==> src/sv/tlsh_pkg.sv <==
`default_nettype none

package tlsh_pkg;

  localparam int unsigned RANDOM_BYTES = 32;
  localparam int unsigned MIN_BODY     = RANDOM_BYTES + 2;
  localparam int unsigned IDX_W        = $clog2(RANDOM_BYTES);
  localparam int unsigned CIDX_W       = $clog2(MIN_BODY + 1);
  localparam int unsigned LEFT_W       = $clog2(RANDOM_BYTES + 1);

  localparam logic [7:0] HANDSHAKE_RECORD = 8'd22;

  localparam int unsigned ADDR_W = 3;
  localparam logic        REG_WANTED_TYPE = 1'b0;
  localparam logic [7:0]  WANTED_TYPE_RESET = 8'd1;

  typedef enum logic [2:0] {
    PH_RECORD_HEADER,
    PH_RECORD_SKIP,
    PH_MESSAGE_HEADER,
    PH_MESSAGE_BODY,
    PH_CAPTURE,
    PH_DONE
  } phase_t;

  // Phase that follows a message boundary inside a handshake record.
  function automatic phase_t next_message(input logic [15:0] rem);
    phase_t ph;
    ph = (rem < 16'd4) ? PH_RECORD_SKIP : PH_MESSAGE_HEADER;
    return ph;
  endfunction

endpackage

`default_nettype wire

==> src/sv/tlsh_if.sv <==
`default_nettype none

interface tlsh_in_if;
  logic       valid;
  logic       ready;
  logic [7:0] data_byte;
  logic       end_of_buffer;

  modport source (output valid, output data_byte, output end_of_buffer, input ready);
  modport sink   (input valid, input data_byte, input end_of_buffer, output ready);
endinterface

interface tlsh_out_if import tlsh_pkg::*; ();
  logic             valid;
  logic             ready;
  logic [7:0]       random_byte;
  logic [IDX_W-1:0] byte_index;
  logic             found;
  logic             last_result;

  modport source (output valid, output random_byte, output byte_index, output found,
                  output last_result, input ready);
  modport sink   (input valid, input random_byte, input byte_index, input found,
                  input last_result, output ready);
endinterface

`default_nettype wire

==> src/sv/tlsh_ram.sv <==
`default_nettype none

module tlsh_ram #(
  parameter int unsigned WIDTH = 8,
  parameter int unsigned DEPTH = 32
) (
  input  wire logic                     clk,
  input  wire logic                     we,
  input  wire logic [$clog2(DEPTH)-1:0] waddr,
  input  wire logic [WIDTH-1:0]         wdata,
  input  wire logic                     re,
  input  wire logic [$clog2(DEPTH)-1:0] raddr,
  output      logic [WIDTH-1:0]         rdata
);

  logic [WIDTH-1:0] mem [DEPTH];

  always_ff @(posedge clk) begin
    if (we) begin
      mem[waddr] <= wdata;
    end
    if (re) begin
      rdata <= mem[raddr];
    end
  end

endmodule

`default_nettype wire

==> src/sv/tls_hello_random_extractor_unit.sv <==
// Channel   Dir  Payload                                       Handshake
// in_ch     in   data_byte[7:0], end_of_buffer                 valid/ready
// out_ch    out  random_byte[7:0], byte_index[4:0], found,     valid/ready
//                last_result
// cfg       in   APB write/read of wanted_type at byte 0       psel/penable, pready=1
//
// One byte per cycle is parsed; header and length tracking sit in registers and
// the captured random goes into a 32x8 RAM with a registered read.
// The request carrying end_of_buffer starts a burst of 32 results (or one
// not-found result), read out of the RAM at one per cycle unless the output stalls;
// input is held off from that request until the last RAM read has moved to the output register.
// Reset is synchronous, active low, and needs no clearing pass.
`default_nettype none

module tls_hello_random_extractor_unit import tlsh_pkg::*; (
  input  wire logic              clk,
  input  wire logic              rst_n,
  tlsh_in_if.sink                in_ch,
  tlsh_out_if.source             out_ch,
  input  wire logic              psel,
  input  wire logic              penable,
  input  wire logic              pwrite,
  input  wire logic [ADDR_W-1:0] paddr,
  input  wire logic [31:0]       pwdata,
  output      logic [31:0]       prdata,
  output      logic              pready
);

  logic [7:0] wanted_type_r;

  phase_t        phase_r, phase_nxt;
  logic [2:0]    hcnt_r, hcnt_nxt;
  logic [23:0]   hshift_r, hshift_nxt;
  logic          is_hs_r, is_hs_nxt;
  logic [15:0]   rrem_r, rrem_nxt;
  logic [15:0]   mrem_r, mrem_nxt;
  logic [CIDX_W-1:0] cidx_r, cidx_nxt;
  logic          cpend_r, cpend_nxt;
  logic          found_r, found_nxt;
  logic          tmatch_r, tmatch_nxt;

  logic [LEFT_W-1:0] iss_left_r, iss_left_nxt;
  logic [IDX_W-1:0]  iss_idx_r, iss_idx_nxt;
  logic              iss_found_r, iss_found_nxt;

  logic              st_vld_r, st_vld_nxt;
  logic [IDX_W-1:0]  st_idx_r;
  logic              st_found_r;
  logic              st_last_r;

  logic              out_valid_r, out_valid_nxt;
  logic [7:0]        out_byte_r;
  logic [IDX_W-1:0]  out_idx_r;
  logic              out_found_r;
  logic              out_last_r;

  logic              acc;
  logic [7:0]        b;
  logic [23:0]       shifted;
  logic [15:0]       rdec;
  logic [23:0]       msg_len;
  logic              ram_we;
  logic [IDX_W-1:0]  ram_waddr;
  logic [CIDX_W-1:0] cidx_off;
  logic [7:0]        ram_rdata;
  logic              issue;
  logic              adv;

  // Configuration port
  assign pready = 1'b1;
  always_comb begin
    prdata = 32'd0;
    if (paddr[2] == REG_WANTED_TYPE) begin
      prdata = {24'd0, wanted_type_r};
    end
  end

  always_ff @(posedge clk) begin
    if (!rst_n) begin
      wanted_type_r <= WANTED_TYPE_RESET;
    end else if (psel && penable && pwrite && pready && paddr[2] == REG_WANTED_TYPE) begin
      wanted_type_r <= pwdata[7:0];
    end
  end

  // Input is held while the RAM still has reads to serve for the last run.
  assign in_ch.ready = (iss_left_r == '0) && !st_vld_r;
  assign acc         = in_ch.valid && in_ch.ready;
  assign b           = in_ch.data_byte;
  assign shifted     = {hshift_r[15:0], b};
  assign rdec        = rrem_r - 16'd1;
  assign msg_len     = shifted;
  assign cidx_off    = cidx_r - CIDX_W'(2);
  assign ram_waddr   = cidx_off[IDX_W-1:0];
  assign ram_we      = acc && (phase_r == PH_CAPTURE) && (cidx_r >= CIDX_W'(2));

  always_comb begin
    phase_nxt  = phase_r;
    hcnt_nxt   = hcnt_r;
    hshift_nxt = hshift_r;
    is_hs_nxt  = is_hs_r;
    rrem_nxt   = rrem_r;
    mrem_nxt   = mrem_r;
    cidx_nxt   = cidx_r;
    cpend_nxt  = cpend_r;
    found_nxt  = found_r;
    tmatch_nxt = tmatch_r;

    if (acc) begin
      case (phase_r)
        PH_DONE: begin
        end
        PH_RECORD_HEADER: begin
          hshift_nxt = shifted;
          hcnt_nxt   = hcnt_r + 3'd1;
          if (hcnt_r == 3'd0) begin
            is_hs_nxt = (b == HANDSHAKE_RECORD);
          end
          if (hcnt_r == 3'd4) begin
            rrem_nxt   = shifted[15:0];
            hcnt_nxt   = 3'd0;
            hshift_nxt = 24'd0;
            if (shifted[15:0] == 16'd0) begin
              phase_nxt = PH_RECORD_HEADER;
            end else if (is_hs_r) begin
              phase_nxt = next_message(shifted[15:0]);
            end else begin
              phase_nxt = PH_RECORD_SKIP;
            end
          end
        end
        default: begin
          rrem_nxt = rdec;
          case (phase_r)
            PH_MESSAGE_HEADER: begin
              hcnt_nxt = hcnt_r + 3'd1;
              if (hcnt_r == 3'd0) begin
                tmatch_nxt = (b == wanted_type_r);
                hshift_nxt = 24'd0;
              end else begin
                hshift_nxt = shifted;
              end
              if (hcnt_r == 3'd3) begin
                hcnt_nxt   = 3'd0;
                hshift_nxt = 24'd0;
                if (msg_len > {8'd0, rdec}) begin
                  phase_nxt = PH_RECORD_SKIP;
                end else if (tmatch_r && msg_len >= 24'(MIN_BODY)) begin
                  cidx_nxt  = '0;
                  phase_nxt = PH_CAPTURE;
                end else if (msg_len == 24'd0) begin
                  phase_nxt = next_message(rdec);
                end else begin
                  mrem_nxt  = msg_len[15:0];
                  phase_nxt = PH_MESSAGE_BODY;
                end
              end
            end
            PH_MESSAGE_BODY: begin
              mrem_nxt = mrem_r - 16'd1;
              if (mrem_r == 16'd1) begin
                hcnt_nxt   = 3'd0;
                hshift_nxt = 24'd0;
                phase_nxt  = next_message(rdec);
              end
            end
            PH_CAPTURE: begin
              cidx_nxt = cidx_r + CIDX_W'(1);
              if (cidx_r == CIDX_W'(MIN_BODY - 1)) begin
                cpend_nxt = 1'b1;
                phase_nxt = PH_RECORD_SKIP;
              end
            end
            default: begin
            end
          endcase
          if (rdec == 16'd0) begin
            hcnt_nxt   = 3'd0;
            hshift_nxt = 24'd0;
            if (cpend_nxt) begin
              found_nxt = 1'b1;
              phase_nxt = PH_DONE;
            end else begin
              phase_nxt = PH_RECORD_HEADER;
            end
          end
        end
      endcase

      if (in_ch.end_of_buffer) begin
        phase_nxt  = PH_RECORD_HEADER;
        hcnt_nxt   = 3'd0;
        hshift_nxt = 24'd0;
        is_hs_nxt  = 1'b0;
        rrem_nxt   = 16'd0;
        mrem_nxt   = 16'd0;
        cidx_nxt   = '0;
        cpend_nxt  = 1'b0;
        found_nxt  = 1'b0;
        tmatch_nxt = 1'b0;
      end
    end
  end

  always_ff @(posedge clk) begin
    if (!rst_n) begin
      phase_r  <= PH_RECORD_HEADER;
      hcnt_r   <= 3'd0;
      hshift_r <= 24'd0;
      is_hs_r  <= 1'b0;
      rrem_r   <= 16'd0;
      mrem_r   <= 16'd0;
      cidx_r   <= '0;
      cpend_r  <= 1'b0;
      found_r  <= 1'b0;
      tmatch_r <= 1'b0;
    end else begin
      phase_r  <= phase_nxt;
      hcnt_r   <= hcnt_nxt;
      hshift_r <= hshift_nxt;
      is_hs_r  <= is_hs_nxt;
      rrem_r   <= rrem_nxt;
      mrem_r   <= mrem_nxt;
      cidx_r   <= cidx_nxt;
      cpend_r  <= cpend_nxt;
      found_r  <= found_nxt;
      tmatch_r <= tmatch_nxt;
    end
  end

  tlsh_ram #(
    .WIDTH(8),
    .DEPTH(RANDOM_BYTES)
  ) u_random_ram (
    .clk  (clk),
    .we   (ram_we),
    .waddr(ram_waddr),
    .wdata(b),
    .re   (issue),
    .raddr(iss_idx_r),
    .rdata(ram_rdata)
  );

  // Result burst: issue reads, one stage for RAM latency, then the output register.
  assign adv   = st_vld_r && (!out_valid_r || out_ch.ready);
  assign issue = (iss_left_r != '0) && (!st_vld_r || adv);

  // Found status of the run including the byte being taken now.
  function automatic logic found_nxt_run();
    logic f;
    f = (phase_r == PH_DONE) || found_r ||
        ((phase_r != PH_RECORD_HEADER) && (rdec == 16'd0) &&
         (cpend_r || ((phase_r == PH_CAPTURE) && (cidx_r == CIDX_W'(MIN_BODY - 1)))));
    return f;
  endfunction

  always_comb begin
    iss_left_nxt  = iss_left_r;
    iss_idx_nxt   = iss_idx_r;
    iss_found_nxt = iss_found_r;
    if (issue) begin
      iss_left_nxt = iss_left_r - LEFT_W'(1);
      iss_idx_nxt  = iss_idx_r + IDX_W'(1);
    end
    if (acc && in_ch.end_of_buffer) begin
      iss_left_nxt  = found_nxt_run() ? LEFT_W'(RANDOM_BYTES) : LEFT_W'(1);
      iss_idx_nxt   = '0;
      iss_found_nxt = found_nxt_run();
    end

    st_vld_nxt = st_vld_r;
    if (issue) begin
      st_vld_nxt = 1'b1;
    end else if (adv) begin
      st_vld_nxt = 1'b0;
    end

    out_valid_nxt = out_valid_r;
    if (adv) begin
      out_valid_nxt = 1'b1;
    end else if (out_ch.ready) begin
      out_valid_nxt = 1'b0;
    end
  end

  always_ff @(posedge clk) begin
    if (!rst_n) begin
      iss_left_r  <= '0;
      st_vld_r    <= 1'b0;
      out_valid_r <= 1'b0;
    end else begin
      iss_left_r  <= iss_left_nxt;
      st_vld_r    <= st_vld_nxt;
      out_valid_r <= out_valid_nxt;
    end
  end

  always_ff @(posedge clk) begin
    iss_idx_r   <= iss_idx_nxt;
    iss_found_r <= iss_found_nxt;
    if (issue) begin
      st_idx_r   <= iss_idx_r;
      st_found_r <= iss_found_r;
      st_last_r  <= (iss_left_r == LEFT_W'(1));
    end
    if (adv) begin
      out_byte_r  <= st_found_r ? ram_rdata : 8'd0;
      out_idx_r   <= st_found_r ? st_idx_r : '0;
      out_found_r <= st_found_r;
      out_last_r  <= st_last_r;
    end
  end

  assign out_ch.valid       = out_valid_r;
  assign out_ch.random_byte = out_byte_r;
  assign out_ch.byte_index  = out_idx_r;
  assign out_ch.found       = out_found_r;
  assign out_ch.last_result = out_last_r;

endmodule

`default_nettype wire

==> src/flat_wrapper.sv <==
// flat-port wrapper written by rule: the top's interface ports become plain ports
module tls_hello_random_extractor_unit_flat import tlsh_pkg::*;
  (clk, rst_n, psel, penable, pwrite, paddr, pwdata, prdata, pready, in_ch_valid, in_ch_data_byte, in_ch_end_of_buffer, in_ch_ready, out_ch_valid, out_ch_random_byte, out_ch_byte_index, out_ch_found, out_ch_last_result, out_ch_ready);
  tlsh_in_if in_ch_i ();
  tlsh_out_if out_ch_i ();
  input  wire logic clk;
  input  wire logic rst_n;
  input  wire logic psel;
  input  wire logic penable;
  input  wire logic pwrite;
  input  wire logic [ADDR_W-1:0] paddr;
  input  wire logic [31:0] pwdata;
  output      logic [31:0] prdata;
  output      logic pready;
  input wire logic [$bits(in_ch_i.valid)-1:0] in_ch_valid;
  input wire logic [$bits(in_ch_i.data_byte)-1:0] in_ch_data_byte;
  input wire logic [$bits(in_ch_i.end_of_buffer)-1:0] in_ch_end_of_buffer;
  output wire logic [$bits(in_ch_i.ready)-1:0] in_ch_ready;
  output wire logic [$bits(out_ch_i.valid)-1:0] out_ch_valid;
  output wire logic [$bits(out_ch_i.random_byte)-1:0] out_ch_random_byte;
  output wire logic [$bits(out_ch_i.byte_index)-1:0] out_ch_byte_index;
  output wire logic [$bits(out_ch_i.found)-1:0] out_ch_found;
  output wire logic [$bits(out_ch_i.last_result)-1:0] out_ch_last_result;
  input wire logic [$bits(out_ch_i.ready)-1:0] out_ch_ready;
  assign in_ch_i.valid = in_ch_valid;
  assign in_ch_i.data_byte = in_ch_data_byte;
  assign in_ch_i.end_of_buffer = in_ch_end_of_buffer;
  assign in_ch_ready = in_ch_i.ready;
  assign out_ch_valid = out_ch_i.valid;
  assign out_ch_random_byte = out_ch_i.random_byte;
  assign out_ch_byte_index = out_ch_i.byte_index;
  assign out_ch_found = out_ch_i.found;
  assign out_ch_last_result = out_ch_i.last_result;
  assign out_ch_i.ready = out_ch_ready;
  tls_hello_random_extractor_unit u_core (.clk(clk), .rst_n(rst_n), .in_ch(in_ch_i), .out_ch(out_ch_i), .psel(psel), .penable(penable), .pwrite(pwrite), .paddr(paddr), .pwdata(pwdata), .prdata(prdata), .pready(pready));
endmodule
==> config.mk <==
export PLATFORM = sky130hd
export DESIGN_NAME = tls_hello_random_extractor_unit_flat
export DESIGN_NICKNAME = d
export VERILOG_FILES = /design/src/sv/tlsh_pkg.sv /design/src/sv/tlsh_if.sv /design/src/sv/tlsh_ram.sv /design/src/sv/tls_hello_random_extractor_unit.sv /design/src/flat_wrapper.sv
export SDC_FILE = /design/constraint.sdc
export NUM_CORES = 1
export LEC_CHECK = 0
export BUFFER_PORTS_ARGS = -buffer_cell sky130_fd_sc_hd__buf_2
export CAP_MARGIN = 15
export CORE_MARGIN = 2
export CORE_UTILIZATION = 65
export DETAILED_ROUTE_END_ITERATION = 7
export GPL_ROUTABILITY_DRIVEN = 0
export PLACE_DENSITY = 0.84
export SYNTH_ARGS = -nofsm -noshare
export SYNTH_HDL_FRONTEND = slang
export SYNTH_SLANG_ARGS = --single-unit
==> constraint.sdc <==
create_clock -name clk -period 8.7 [get_ports clk]
set_input_delay 2.61 -clock clk [delete_from_list [all_inputs] [get_ports clk]]
set_output_delay 2.61 -clock clk [all_outputs]
set_load 0.03 [all_outputs]
==> results.py, run 1 <==
metrics = {
    "status": {
        "status": "finished clean",
    },
    "finish": {
        "layout_commonest_cell": "edfxtp_1",
        "area_growth_syn_to_layout_pct": 9.611,
        "finalNetCount": 1282,
        "fin_area_um2": 18080,
        "antenna_cells": 0,
        "fillers": 1532,
        "final_util_pct": 72.21,
        "stdcell_count": 1556,
        "final_cell_mix": "287 x edfxtp_1, 131 x nor2_1, 83 x dfxtp_1, 80 x mux4_2, 75 x nand2_1",
        "drive_above_1_share_pct": 17.94,
    },
    "logic_synthesis": {
        "synthAdderAreaFrac_pct": 2.427,
        "synth-compound-area-share_pct": 7.510,
        "synthFlopType": "edfxtp_1",
        "synth_area_um2": 16490,
        "synth_cell_types": 80,
        "synth_top_family_by_area": "multiplexers",
        "synth-xor-area-share_pct": 2.496,
        "avgSynthCellArea_um2": 14.18,
        "synth_top_area_cell": "edfxtp_1",
        "synth_area_leaders": "edfxtp_1 52%, mux4_2 11%, dfxtp_1 10%, nor2_1 3.0%, ha_1 2.4%",
        "synth_edf_count": 287,
        "yosys_register_bits": 372,
        "async_flop_share_pct": 0,
        "synthMuxAreaShare_pct": 11.65,
        "postSynthCellCount": 1163,
        "synth.top_cell.area_share_pct": 52.25,
        "synthSimpleGateAreaFrac_pct": 10.29,
        "ys_seq_area_share_pct": 62.57,
        "ys_warn_count": 0,
    },
    "timing": {
        "hold_violations": 0,
        "relSlewSlack_pct": 24.75,
        "slew_violations": 0,
        "finalCriticalPeriod_ns": 5.715,
        "setup_tns_ns": 0,
        "fin_worst_skew_ns": 0.02182,
        "worstMarginPinSlew_ns": 1.129,
        "rsz0062_at_grt": "false",
        "fin_ws_ns": 2.985,
        "final.hold.worst_slack_ns": 0.4224,
        "fin_crit_sh_pct": 65.69,
        "fmax_mhz": 175.0,
        "finalSetupViolCount": 0,
    },
    "grt": {
        "grt-ovfl-total": 0,
        "antenna_found_initial": 0,
        "grt_pass1_wl_um": 57260,
        "grt_pass1_vias": 10080,
        "grt_usage_pct": 28.43,
        "grt_max_degree": 69,
    },
    "floorplanning": {
        "rows": 58,
        "design.die.area_um2": 26670,
        "dieHeight_um": 163.3,
        "coreArea_um2": 25040,
        "start_util_pct": 65.88,
        "pin_count": 101,
        "die_x_um": 163.3,
    },
    "pwr": {
        "total_power_mw": 5.039,
        "swShare_pct": 29.56,
        "p_sw_mw": 1.489,
        "power_leakage_nw": 6.262,
        "ir_drop_mv": 0.2442,
        "pwr-share-seq_pct": 43.3,
        "power_per_cell_area_nw_per_um2": 278.7,
        "clockPowerShare_pct": 30.9,
        "combPwrFrac_pct": 25.8,
        "p_int_mw": 3.549,
    },
    "worst_setup_path": {
        "critical_path_class": "input port to output port",
        "worst_setup_path_start_kind": "input port",
        "r2r_end": "u_core.cidx_r[2]",
        "r2r_start": "u_core.rrem_r[0]",
        "cpPeakStageDelay_ns": 0.21,
        "reg2reg_slack_ns": 3.81,
        "crit_fanout": 10,
        "cp_common_cell": "buf_2",
        "worstPathArrival_ns": 3.11,
        "path_delay_family": "buffers and inverters",
        "worstPathRequired_ns": 6.09,
        "cp_cell_sequence": "buf_2 -> nor2b_1 -> buf_2",
        "worst_path_max_delay_cell": "buf_2",
        "ff2ff_path_depth": 16,
        "end_kind": "output port",
        "cp.buffers_inverters": 2,
    },
    "clock_tree": {
        "cts_num_sinks": 372,
        "cts_root_buf": "clkbuf_16",
        "clkTransAtPathRegs_ns": 0.06,
        "worstSkewPairLatency_ns": 0.54,
        "cts_buffer_depth": 3,
        "postCtsHoldBufs": 0,
        "cts.repair.resized": 0,
        "htree_num_levels": 2,
        "cts_buffers": 37,
        "tritoncts": "built",
        "postCtsSetupRepairBufs": 0,
    },
    "hold_path": {
        "holdPathStages": 0,
        "min_path_type": "flop to flop",
        "min_to": "u_core.st_found_r",
        "hold_path.startpoint": "u_core.iss_found_r",
    },
    "routing": {
        "routed_via_density": 6.646,
        "num_vias": 10340,
        "drtAntennaViolNets": 0,
        "first_pass_iters": 5,
        "route.detailed.drc": 0,
        "drt-initial-drc-count": 1297,
        "wire_per_inst_um": 23.89,
        "wirelength_um": 37180,
    },
    "placed_design": {
        "place_ws_ns": 2.726,
        "io_buffer_count": 49,
        "placedCellCount": 1488,
        "hpwlAfterDp_um": 22210,
        "place_area_um2": 16880,
    },
    "run": {
        "max-cap-violations": 0,
    },
}
-- worst register-to-register path, stage by stage (launching register included) --
cell and delay [ns]:
dfxtp_1 0.39, inv_1 0.13, ha_1 0.20, nor3b_2 0.33, nand2_1 0.16, nor3_1 0.52, nand2_1 0.13, xor2_1 0.23
ha_1 0.29, and4_1 0.25, and3_1 0.19, a2111o_1 0.39, a41oi_1 0.31, a31oi_1 0.26, o221ai_1 0.66, o311a_1 0.28
nor3_1 0.05
-- cells in the mapped netlist (16+ instances only) --
cell and instances:
edfxtp_1 287, nor2_1 131, dfxtp_1 85, mux4_2 80, nand2_1 75, clkbuf_1 45
a21oi_1 42, ha_1 32, xnor2_1 29, o21ai_0 28, buf_4 25, and2_1 21
a22o_1 20, nor3_1 20, inv_1 18, xor2_1 18, a22oi_1 16
-- power by group through the flow --
stage | registers (mW) | clock network, mW | logic, mW
after floorplan | 2.19 | 0 | 0.963
after global placement | 2.21 | 0 | 1.23
after detailed placement | 2.22 | 0 | 1.27
after CTS | 2.18 | 1.56 | 1.30
after global routing | 2.20 | 1.62 | 1.40
final | 2.18 | 1.55 | 1.30
-- per-layer routing --
layer / GRT usage, % / vias to the layer above / wire length [µm]
met5: 0 / - / 0
met4: 9.413 / 0 / 1083
met3: 4.545 / 89 / 3246
met2: 47.26 / 609 / 18380
met1: 38.88 / 5142 / 14470
li1: - / 4501 / -
-- registers in the layout, summed over array words and instances, names as in the netlist, 3 cells and up --
register                   flops
u_core.iss_idx_r               5
u_core.out_ch.byte_index       5
u_core.wanted_type_r           8
u_core.st_idx_r                5
u_core.u_random_ram.mem      256
u_core.phase_r                 3
u_core.rrem_r                 16
u_core.mrem_r                 16
u_core.u_random_ram.rdata      8
u_core.out_ch.random_byte      8
u_core.iss_left_r              6
u_core.cidx_r                  6
u_core.hcnt_r                  3
u_core.hshift_r               16
-- cell type report --
type,instances,area [µm²],area share [%]
timing repair buffer,59,340.3,1.882
clock buffer,46,969.7,5.363
clock inverter,20,192.7,1.066
tap,330,412.9,2.284
inverter,19,71.32,0.3945
sequential,372,10320,57.11
multi-input combinational,710,5768,31.90
-- logic make-up after synthesis --
family	count (synthesis)
DFF	372
xor gates and xnor gates	47
buffers and inverters	104
adders and majority gates	32
AOI/OAI and AO/OA	175
and+or+nand+nor	340
muxes	91
other	2
-- worst max-delay path by stage --
stage / startpoint / end / cells past startpoint
after global routing: paddr[2] / prdata[7] / 3
after detailed placement: in_ch_data_byte[5] / u_core.mrem_r[12] / 10
after global placement: in_ch_data_byte[5] / u_core.mrem_r[12] / 10
after floorplan: paddr[2] / prdata[0] / 1
after CTS: paddr[2] / prdata[4] / 3
final: paddr[2] / prdata[4] / 3
Note: power is estimated with default switching activity, not from simulation.
==> run 2, diff against run 1 <==
--- a/config.mk
+++ b/config.mk
@@ -8,10 +8,10 @@
 export BUFFER_PORTS_ARGS = -buffer_cell sky130_fd_sc_hd__buf_2
 export CAP_MARGIN = 15
 export CORE_MARGIN = 2
-export CORE_UTILIZATION = 65
+export CORE_UTILIZATION = 61
 export DETAILED_ROUTE_END_ITERATION = 7
 export GPL_ROUTABILITY_DRIVEN = 0
-export PLACE_DENSITY = 0.84
+export PLACE_DENSITY = 0.8
 export SYNTH_ARGS = -nofsm -noshare
 export SYNTH_HDL_FRONTEND = slang
 export SYNTH_SLANG_ARGS = --single-unit
==> constraint.sdc (replaced) <==
create_clock -name clk -period 5.78 [get_ports clk]
set_input_delay 1.734 -clock clk [delete_from_list [all_inputs] [get_ports clk]]
set_output_delay 1.734 -clock clk [all_outputs]
set_load 0.03 [all_outputs]
==> results.py, run 2 (synthesized netlist as in run 1, its figures left out) <==
metrics = {
    "clock_tree": {
        "htree_num_levels": 2,
        "tritoncts": "built",
        "cts_buffers": 38,
        "postCtsHoldBufs": 0,
        "clkTransAtPathRegs_ns": 0.06,
        "postCtsSetupRepairBufs": 0,
        "cts_root_buf": "clkbuf_16",
        "cts_buffer_depth": 3,
        "cts_num_sinks": 372,
        "cts.repair.resized": 0,
        "worstSkewPairLatency_ns": 0.54,
    },
    "floorplanning": {
        "dieHeight_um": 168.4,
        "rows": 60,
        "die_x_um": 168.4,
        "design.die.area_um2": 28370,
        "pin_count": 101,
        "start_util_pct": 61.72,
        "coreArea_um2": 26730,
    },
    "worst_setup_path": {
        "worst_path_max_delay_cell": "o221ai_1",
        "cp_cell_sequence": "inv_1 -> ha_1 -> nor3b_2 -> nand2_1 -> nor3_1 -> nand2_1 -> xor2_1 -> ha_1 -> and4_1 -> and3_1 -> a2111o_1 -> a41oi_1 -> a31oi_1 -> o221ai_1 -> o311a_1 -> nor3_1",
        "reg2reg_slack_ns": 1.02,
        "cpPeakStageDelay_ns": 0.58,
        "worst_setup_path_start_kind": "flop",
        "crit_fanout": 7,
        "r2r_end": "u_core.cidx_r[2]",
        "ff2ff_path_depth": 16,
        "r2r_start": "u_core.rrem_r[0]",
        "critical_path_class": "flop to flop",
        "worstPathArrival_ns": 5.15,
        "end_kind": "flop",
        "worstPathRequired_ns": 6.18,
    },
    "timing": {
        "slew_violations": 0,
        "final.hold.worst_slack_ns": 0.4270,
        "hold_violations": 0,
        "worstMarginPinSlew_ns": 1.150,
        "fin_worst_skew_ns": 0.02330,
        "setup_tns_ns": 0,
        "finalSetupViolCount": 0,
        "rsz0062_at_grt": "false",
        "fmax_mhz": 210.2,
        "relSlewSlack_pct": 23.35,
        "fin_crit_sh_pct": 82.29,
        "finalCriticalPeriod_ns": 4.757,
    },
    "routing": {
        "route.detailed.drc": 0,
        "first_pass_iters": 5,
        "drt-initial-drc-count": 1089,
        "routed_via_density": 6.441,
        "highest_layer": "met4",
        "wl_met2_um": 18210,
        "drtAntennaViolNets": 0,
        "wire_per_inst_um": 23.41,
        "num_vias": 10150,
        "dr_wl_met3_um": 2811,
        "wirelength_um": 36900,
        "drt-met1-wl_um": 14450,
    },
    "finish": {
        "drive_above_1_share_pct": 18.23,
        "area_growth_syn_to_layout_pct": 10.07,
        "largest-register": "u_core.u_random_ram.mem",
        "final_cell_mix": "287 x edfxtp_1, 131 x nor2_1, 83 x dfxtp_1, 80 x mux4_2, 75 x nand2_1",
        "finalNetCount": 1288,
        "largest_reg_flops": 256,
        "fillers": 1785,
        "layout_commonest_cell": "edfxtp_1",
    },
    "status": {
        "status": "finished clean",
    },
    "grt": {
        "antenna_found_initial": 1,
        "grt_pass1_vias": 9857,
        "grt_pass1_wl_um": 57300,
        "grt-ovfl-total": 0,
        "grt_usage_pct": 26.63,
        "grt_max_degree": 53,
    },
    "pwr": {
        "power_leakage_nw": 6.292,
        "ir_drop_mv": 0.2747,
        "power_per_cell_area_nw_per_um2": 419.7,
    },
    "placed_design": {
        "io_buffer_count": 49,
        "hpwlAfterDp_um": 23010,
    },
    "hold_path": {
        "min_to": "u_core.st_found_r",
        "min_path_type": "flop to flop",
        "hold_path.startpoint": "u_core.iss_found_r",
        "holdPathStages": 0,
    },
    "run": {
        "max-cap-violations": 0,
    },
}
## run 2: worst max-delay path by stage
| stage | startpoint | to | slack (ns) | depth (start not counted) |
|---|---|---|---|---|
| floorplan | paddr[2] | prdata[0] | 1.88 | 1 |
| global placement | u_core.rrem_r[0] | u_core.cidx_r[2] | 1.21 | 16 |
| detailed placement | in_ch_data_byte[6] | u_core.mrem_r[13] | 1.12 | 10 |
| CTS | u_core.rrem_r[0] | u_core.cidx_r[2] | 1.13 | 16 |
| global route | u_core.rrem_r[0] | u_core.cidx_r[2] | 0.68 | 16 |
| finish | u_core.rrem_r[0] | u_core.cidx_r[2] | 1.02 | 16 |
## run 2: cell type report
type | count | area, µm² | area share, %
Tap cell | 341 | 426.7 | 2.350
Timing Repair Buffer | 64 | 357.8 | 1.971
Multi-Input combinational cell | 710 | 5768 | 31.77
Sequential cell | 372 | 10320 | 56.87
Clock buffer | 52 | 1023 | 5.637
Inverter | 19 | 71.32 | 0.3928
Antenna cell | 1 | 2.502 | 0.01378
Clock inverter | 17 | 181.4 | 0.9992
## run 2: where the power goes
| group | switching (mW) | internal [mW] |
|---|---|---|
| sequential | 0.261 | 3.10 |
| combinational | 0.969 | 0.896 |
| clock | 1.01 | 1.39 |
## run 2: worst max-delay path: cells and delay by family (launching register included)
family | cells | cell delay, ns
buffers and inverters | 1 | 0.13
adder cells (fa/ha/maj) | 2 | 0.52
AO/OA/AOI/OAI | 5 | 1.78
XOR/XNOR | 1 | 0.18
flip-flops | 1 | 0.37
AND/OR/NAND/NOR | 7 | 1.65
## run 2: per-stage QoR
step	cell area [µm²]	std cells	utilization [%]	setup WS [ns]	power [mW]
after global placement	16950	1506	63.42	1.211	5.185
final	18160	1576	67.94	1.023	7.621
after CTS	18150	1575	67.93	1.129	7.660
after global routing	18150	1575	67.93	0.6838	7.909
after detailed placement	16950	1506	63.42	1.118	5.257
after floorplan	16580	1186	-	1.880	4.747
## run 2: routing by layer
layer  vias to the layer above  track usage, %
met4                         0           11.17
li1                       4506               -
met1                      5047           35.90
met3                        93           4.325
met5                         -               0
met2                       505           43.66
